## config.mk

```make
export PLATFORM = sky130hd
export DESIGN_NAME = fpc_ctrl
export DESIGN_NICKNAME = d
export VERILOG_FILES = /design/src/rtl/fpc_pkg.sv /design/src/rtl/fpc_ctrl.sv
export SDC_FILE = /design/constraint.sdc
export NUM_CORES = 1
export LEC_CHECK = 0
export ABC_AREA = 1
export BUFFER_PORTS_ARGS = -buffer_cell sky130_fd_sc_hd__buf_2
export CELL_PAD_IN_SITES_DETAIL_PLACEMENT = 0
export CELL_PAD_IN_SITES_GLOBAL_PLACEMENT = 1
export CORE_MARGIN = 2
export CORE_UTILIZATION = 35
export CTS_BUF_LIST = sky130_fd_sc_hd__clkbuf_8
export CTS_CLUSTER_DIAMETER = 80
export DETAILED_ROUTE_END_ITERATION = 6
export PLACE_DENSITY = 0.77
export SYNTH_ARGS = -nofsm -noshare
export SYNTH_HDL_FRONTEND = slang
export SYNTH_SLANG_ARGS = --single-unit
```

## constraint.sdc

```tcl
create_clock -name clk -period 1.6 [get_ports clk]
set_input_delay 0.16 -clock clk [delete_from_list [all_inputs] [get_ports clk]]
set_output_delay 0.16 -clock clk [all_outputs]
set_load 0.01 [all_outputs]
```

## src/rtl/fpc_pkg.sv

```systemverilog
// ----------------------------------------------------------------------------
// fpc_pkg: shared types and constants for the payload cache
// Request codes, command and status structs between controller and datapath.
// ----------------------------------------------------------------------------
package fpc_pkg;

  localparam int unsigned MaxEntriesDef = 16;

  localparam logic [2:0] REQ_PUT        = 3'd0;
  localparam logic [2:0] REQ_PUT_RETAIN = 3'd1;
  localparam logic [2:0] REQ_FIND_ID    = 3'd2;
  localparam logic [2:0] REQ_LOOKUP     = 3'd3;
  localparam logic [2:0] REQ_ERASE      = 3'd4;
  localparam logic [2:0] REQ_RETAIN     = 3'd5;

  typedef struct packed {
    logic [2:0]  req_type;
    logic [63:0] payload_id;
    logic [63:0] hash_word_0;
    logic [63:0] hash_word_1;
    logic [63:0] hash_word_2;
    logic [63:0] hash_word_3;
    logic [63:0] payload_handle;
    logic [62:0] block_number;
  } req_t;

  typedef struct packed {
    logic        found;
    logic [63:0] result_id;
    logic [63:0] result_handle;
    logic [62:0] result_block_number;
    logic        evicted_valid;
    logic [63:0] evicted_id;
    logic        last;
  } rsp_t;

  // controller -> datapath
  typedef struct packed {
    logic load;       // capture request, clear scan state
    logic scan;       // examine one slot (scan_r)
    logic evict;      // drop oldest, present its id
    logic commit;     // apply put / erase / retain update
    logic drop_step;  // retain: drop entry at sweep position if not kept
    logic emit;       // final result item
  } cmd_t;

  // datapath -> controller
  typedef struct packed {
    logic scan_done;
    logic full_miss;   // put of new id on full cache
    logic drop_avail;  // retain has another entry to drop
    logic drop_report; // dropped entry is reported
    logic last_sent;   // final item already went out
  } sts_t;

endpackage

```

## src/rtl/fpc_ctrl.sv

```systemverilog
// ----------------------------------------------------------------------------
// fpc_ctrl: request sequencer
// Steps scan, eviction, commit, drop sweep and final result per request.
// ----------------------------------------------------------------------------
module fpc_ctrl (
  input  logic           clk,
  input  logic           rst_n,
  input  logic           in_fire,
  input  logic           out_busy,
  input  fpc_pkg::sts_t  sts,
  output fpc_pkg::cmd_t  cmd,
  output logic           idle
);
  import fpc_pkg::*;

  typedef enum logic [6:0] {
    S_IDLE  = 7'b0000001,
    S_SCAN  = 7'b0000010,
    S_EVICT = 7'b0000100,
    S_COMIT = 7'b0001000,
    S_DROP  = 7'b0010000,
    S_EMIT  = 7'b0100000,
    S_WAIT  = 7'b1000000
  } state_t;

  state_t state_r, state_nxt;

  always_comb begin
    state_nxt = state_r;
    cmd = '0;
    idle = 1'b0;
    case (state_r)
      S_IDLE: begin
        idle = 1'b1;
        cmd.load = in_fire;
        if (in_fire) state_nxt = S_SCAN;
      end
      S_SCAN: begin
        cmd.scan = 1'b1;
        if (sts.scan_done) state_nxt = sts.full_miss ? S_EVICT : S_COMIT;
      end
      S_EVICT: begin
        if (!out_busy) begin
          cmd.evict = 1'b1;
          state_nxt = S_COMIT;
        end
      end
      S_COMIT: begin
        cmd.commit = 1'b1;
        state_nxt = S_DROP;
      end
      S_DROP: begin
        if (!sts.drop_avail) state_nxt = S_EMIT;
        else if (!(sts.drop_report && out_busy)) cmd.drop_step = 1'b1;
      end
      S_EMIT: begin
        if (sts.last_sent) begin
          state_nxt = S_WAIT;
        end else if (!out_busy) begin
          cmd.emit = 1'b1;
          state_nxt = S_WAIT;
        end
      end
      S_WAIT: begin
        if (!out_busy) state_nxt = S_IDLE;
      end
      default: state_nxt = S_IDLE;
    endcase
  end

  always_ff @(posedge clk) begin
    if (!rst_n) state_r <= S_IDLE;
    else        state_r <= state_nxt;
  end
endmodule

```

==> results of run 1 <==
## synthesized netlist by cell type
cell type	number
nand2_4	1
dfxtp_1	7
nand4_1	1
nand2_1	13
o21ai_0	1
nand3_2	3
a21oi_1	5
nor3_1	2
nand2_2	4
inv_1	16
nor2_2	6
nor2_1	14
nand3_1	10
nor2_4	3
inv_2	3
## path summary, 6_finish.rpt
kind	start	endpoint	slack, ns
setup / recovery	state_r[4]$_SDFFE_PN0P_	cmd[0]	0.14
hold / removal	rst_n	state_r[0]$_SDFFE_PN1P_	0.17
setup reg to reg	state_r[2]$_SDFFE_PN0P_	state_r[1]$_SDFFE_PN0P_	0.28
hold reg to reg	state_r[1]$_SDFFE_PN0P_	state_r[1]$_SDFFE_PN0P_	0.60
## cell families (layout without fill, tap and decap cells)
kind of cell / after synthesis / in the layout / share of synthesized area [%]
AND/OR/NAND/NOR: 57 / 57 / 55.84
buffers and inverters: 19 / 38 / 13.04
flip-flops: 7 / 7 / 25.63
AO/OA/AOI/OAI: 6 / 6 / 5.490
## placed cells by master, fill, tap and decap left out, types with 3 or more instances in the layout
| cell | netlist | layout |
|---|---|---|
| a21oi_1 | 5 | 5 |
| buf_2 | 0 | 15 |
| clkbuf_8 | 0 | 3 |
| dfxtp_1 | 7 | 7 |
| inv_1 | 16 | 17 |
| inv_2 | 3 | 3 |
| nand2_1 | 13 | 13 |
| nand2_2 | 4 | 4 |
| nand3_1 | 10 | 10 |
| nand3_2 | 3 | 3 |
| nor2_1 | 14 | 14 |
| nor2_2 | 6 | 6 |
| nor2_4 | 3 | 3 |
## routing by layer
layer  global-route usage [%]  share of wire (%)  vias up
met4                    10.91                3.1        0
met1                    20.10                 46      249
met5                        0                  0        -
met3                    4.167                4.7        5
li1                         -                  -      309
met2                    23.28                 47       15
## through the flow
stage,setup WS [ns],instances
2_1_floorplan,0.4216,89
3_3_place_gp,0.2826,120
3_5_place_dp,0.2911,120
4_1_cts,0.1248,124
5_1_grt,0.02031,124
6_report,0.1439,124
## power groups by stage
stage | sequential [W] | combinational, W | clock (W)
floorplan | 0.000226 | 0.000279 | 0
global placement | 0.000230 | 0.000370 | 0
detailed placement | 0.000231 | 0.000362 | 0
CTS | 0.000228 | 0.000364 | 0.000244
global route | 0.000233 | 0.000410 | 0.000258
finish | 0.000227 | 0.000360 | 0.000242
## area by class of cell
type                            instances  area, um^2  area share, %
Clock buffer                            3       41.29          6.011
Clock inverter                          1       3.754         0.5464
Inverter                               19       71.32          10.38
Multi-Input combinational cell         63       335.3          48.82
Sequential cell                         7       140.1          20.40
Tap cell                               16       20.02          2.914
Timing Repair Buffer                   15       75.07          10.93
==> results.yml, run 1 <==
cts:
  cts_tree: "done"
  post-cts-setup-buffer-count: 0
  htreeDepth: 1
  cts-root-buf: "clkbuf_8"
  cts_sinks: 7
  cts-resized-gates: 0
  clockBufferDepth: 2
  path_clk_slew_ns: 0.04
  cts_hold_buf: 0
  clk_latency_ns: 0.23
  numCtsBuffers: 3
min_path:
  whs_path_depth: 2
  hold_path_class: "in2reg"
sta:
  fmax_ghz: 0.6868
  setup_viol: 0
  finalCriticalPeriod_ns: 1.456
  rsz0062_at_grt: "no"
  finalSetupTns_ns: 0
  max_slew.worst_pin.slew_ns: 0.1823
  fin_crit_sh_pct: 91.01
  max_slew_margin_pct: 87.83
  whs_ns: 0.1741
  hold_viol_final: 0
  slew_viol_final: 0
  fin_skew_ns: 0.0005188
pwr:
  ir_worst_vdd_mv: 0.5019
  p_int_w: 0.0004977
  total_power_w: 0.0008287
  switching_share_pct: 39.94
  leakage_nw: 0.3639
  seqPwrFrac_pct: 27.4
  powerDensity_nw_per_um2: 1206
  power_frac_comb_pct: 43.4
  p_sw_w: 0.0003310
  clkPwrFrac_pct: 29.1
place:
  port_buffers: 15
  postPlaceCellArea_um2: 641.9
  place.gp.congestion: 0.7958
  hpwl_mm: 1.014
synth:
  syn_avg_cell_area_um2: 6.144
  syn_area_um2: 546.8
  yosys_warnings: 0
  synthesis.instances: 89
  synth_seq_cells: 7
  synthTopCellsByArea: "dfxtp_1, inv_1, nor2_1"
  synthDistinctLibCells: 15
  synth_top_area_share_pct: 25.63
  ys_seq_area_share_pct: 25.63
  syn_nets: 98
  synth_top_area_cell: "dfxtp_1"
drt:
  drtPass1Iterations: 4
  num_vias: 578
  drcViolationCount: 0
  routed_wl_mm: 1.197
  vias_per_cell: 4.661
  ant_nets: 0
  wire_per_inst_um: 9.653
  drtIter0Drc: 15
worst_setup_path:
  cp.required_ns: 1.44
  path_buf_inv: 2
  critPathKind: "reg2out"
  cp_cell_sequence: "nor2_2 -> nand2_1 -> nor2_4 -> inv_1 -> nor3_1 -> buf_2"
  cp-end-kind: "output pin"
  crit_cells: 6
  arrival_ns: 1.30
  slowest_stage: "dfxtp_1"
  slowest_delay_ns: 0.33
  cp_max_fo: 4
  rr_worst_depth: 11
  worstSetupStartpointType: "flip-flop"
  crit_family: "simple AND/OR/NAND/NOR gates"
layout:
  synthToLayoutAreaGrowth_pct: 25.63
  regMostFlops: "state_r"
  fin_util_pct: 46.13
  antenna_cells: 0
  drive_gt1_share_pct: 35.19
  reg_top3: "state_r: 7 flops"
  fillers: 165
  final_area_um2: 686.9
  final_nets: 118
  largest_register_ffs: 7
global_routing:
  grt_antenna_before_repair: 0
  grt_usage_pct: 15.84
  gr-total-overflow: 0
  grt_pass1_vias: 533
  grt_max_degree: 7
  grt_pass1_wl_mm: 2.187
floorplan:
  num_rows: 14
  die-height_um: 43.53
  pin_count: 16
  coreArea_um2: 1489
  start_util_pct: 36.72
  die_w_um: 43.53
  dieArea_um2: 1894
status:
  outcome: "finished clean"
job:
  drv_cap: 0
Power figures use the tool's default switching activity.
==> run 2, diff against run 1 <==
ABC_AREA = unset   (was 1)
PLACE_DENSITY = 0.75   (was 0.77)
==> results.yml, run 2 <==
worst_setup_path:
  r2r_setup_slack_ns: -0.01
  cp-end-kind: "output pin"
  worstSetupStartpointType: "flip-flop"
  reg2reg_to: "state_r[2]$_SDFFE_PN0P_"
  reg2reg_from: "state_r[0]$_SDFFE_PN1P_"
  critPathKind: "reg2out"
  cp_max_fo: 3
  rr_worst_depth: 6
  cp.required_ns: 1.44
  arrival_ns: 1.45
  crit_start: "state_r[0]$_SDFFE_PN1P_"
drt:
  routed_wl_mm: 1.163
  wl_met3_um: 45
  drcViolationCount: 0
  highest_layer: "met3"
  vias_per_cell: 5.092
  drtPass1Iterations: 4
  wl_met1_um: 568
  num_vias: 499
  wire_per_inst_um: 11.87
  ant_nets: 0
  drtIter0Drc: 9
  wl_met2_um: 549
synth:
  ys_seq_area_share_pct: 29.55
  ys.flop_type: "dfxtp_1"
  syn_avg_cell_area_um2: 8.176
  synth_seq_cells: 7
  async_flop_share_pct: 0
  synthesis.instances: 58
  syn_nets: 67
  yosys_warnings: 0
  synth_edf_count: 0
  synth_top_area_cell: "dfxtp_1"
  synth_top_area_share_pct: 29.55
  syn_area_um2: 474.2
  synthTopCellsByArea: "dfxtp_1, nand2_1, nor2b_1"
  synthTopCellsByCount: "dfxtp_1, nand2_1, nor2_1"
  synthDistinctLibCells: 29
pwr:
  powerDensity_nw_per_um2: 882.6
  ir_worst_vdd_mv: 0.5165
  total_power_w: 0.0006007
  leakage_nw: 0.3242
global_routing:
  grt_usage_pct: 16.14
  grt_pass1_wl_mm: 1.745
  grt_max_degree: 11
  grt_antenna_before_repair: 0
  grt_pass1_vias: 421
  gr-total-overflow: 0
layout:
  antenna_cells: 0
  largest_register_ffs: 7
  regMostFlops: "state_r"
  final_nets: 93
  fin_cells: 98
  synthToLayoutAreaGrowth_pct: 43.54
  layout_common_cells: "buf_2, nand2_1, buf_4, dfxtp_1"
  fin_util_pct: 52.97
  fillers: 123
  drive_gt1_share_pct: 42.17
  reg_top3: "state_r: 7 flops"
  layout_commonest_cell: "buf_2"
job:
  drv_cap: 0
floorplan:
  die_w_um: 40.81
  pin_count: 16
  dieArea_um2: 1665
  num_rows: 13
  die-height_um: 40.81
  coreArea_um2: 1285
  start_util_pct: 36.90
place:
  hpwl_um: 872.1
  place.gp.congestion: 0.7105
  pre_cts_ws_ns: 0.06279
  post-place-cells: 88
  port_buffers: 15
status:
  outcome: "finished, violations left"
  violations: "negative setup slack"
sta:
  max_slew.worst_pin.slew_ns: 0.2940
  setup_viol: 4
  fin_skew_ns: 0.004574
  fin_crit_sh_pct: 100.8
  rsz0062_at_grt: "yes"
  finalCriticalPeriod_ns: 1.614
  finalSetupTns_ns: -0.03342
  hold_viol_final: 0
  slew_viol_final: 0
  worst_slack_ns: -0.01350
  fmax_ghz: 0.6198
  max_slew_margin_pct: 80.12
cts:
  numCtsBuffers: 3
  cts_tree: "done"
  clockBufferDepth: 2
  cts_sinks: 7
  cts-root-buf: "clkbuf_8"
  htreeDepth: 1
  clk_latency_ns: 0.23
  cts_hold_buf: 0
  path_clk_slew_ns: 0.04
min_path:
  min_to: "state_r[0]$_SDFFE_PN1P_"
  hold_path_class: "in2reg"
  min_from: "rst_n"
  whs_path_depth: 2
==> run 2: cell count changes after synthesis, moves of 3 or more <==
cell	previous run	this run
a21oi_1	5	2
inv_1	16	2
nor2b_1	0	4
nor2_2	6	0
nand2_2	4	0
nand2_1	13	7
inv_2	3	0
nor2_4	3	0
nor2_1	14	5
nand3_1	10	3
==> run 2: worst max-delay path by stage <==
stage | end | slack, ns | cells after the start
floorplan | state_r[0]$_SDFFE_PN1P_ | 0.16 | 5
global placement | cmd[1] | 0.09 | 5
detailed placement | state_r[6]$_SDFFE_PN0P_ | 0.06 | 5
CTS | cmd[1] | -0.07 | 5
global route | state_r[2]$_SDFFE_PN0P_ | -0.1 | 6
finish | cmd[1] | -0.01 | 5
==> run 2: what timing repair did <==
item	4_1_cts	5_1_grt
setup endpoints to repair	4	13
setup buffers	4	2
pin swaps	5	3
gates resized for setup	4	3
cloned	0	0
==> run 2: area by class of cell <==
class                      count  area (um^2)  share of cell area, %
sequential                     7        142.6                  20.96
clock inverter                 1        3.754                 0.5515
timing repair buffer          22        131.4                  19.30
inverter                       2        7.507                  1.103
clock buffer                   3        41.29                  6.066
multi-input combinational     48        335.3                  49.26
tap                           15        18.77                  2.757
==> run 2: report_power, final <==
| part | switching, W | internal, W | total [W] |
|---|---|---|---|
| clock network | 0.0000723 | 0.000165 | 0.000238 |
| registers | 0.00000780 | 0.000185 | 0.000193 |
| logic | 0.0000840 | 0.0000864 | 0.000170 |
==> run 2: metal layers <==
layer / global-route usage [%] / vias up
met5: 0 / -
met4: 5.000 / 0
met3: 4.891 / 0
met2: 23.83 / 10
met1: 22.19 / 233
li1: - / 256
==> run 2: through the flow <==
step           hold slack (ns)  area, um^2
4_1_cts                 0.1927       654.4
3_3_place_gp            0.4284       570.5
5_1_grt                 0.2000       680.7
2_1_floorplan           0.3105       474.2
6_report                0.1878       680.7
3_5_place_dp            0.4254       570.5
==> run 2: critical path: stages, from the launching register on <==
cell and delay, ns:
dfxtp_2 0.31, or3_4 0.40, nor3_4 0.17, nand3_2 0.10, a21oi_1 0.11, buf_2 0.14
==> run 2: cells by family (layout without fill, tap and decap cells) <==
group	count (synthesis)	in the layout	synth area share, %
muxes	2	2	4.222
DFF	7	7	29.55
buffers and inverters	3	28	2.638
xor gates and xnor gates	1	1	1.847
and+or+nand+nor	34	34	45.65
AOI/OAI and AO/OA	11	11	16.10
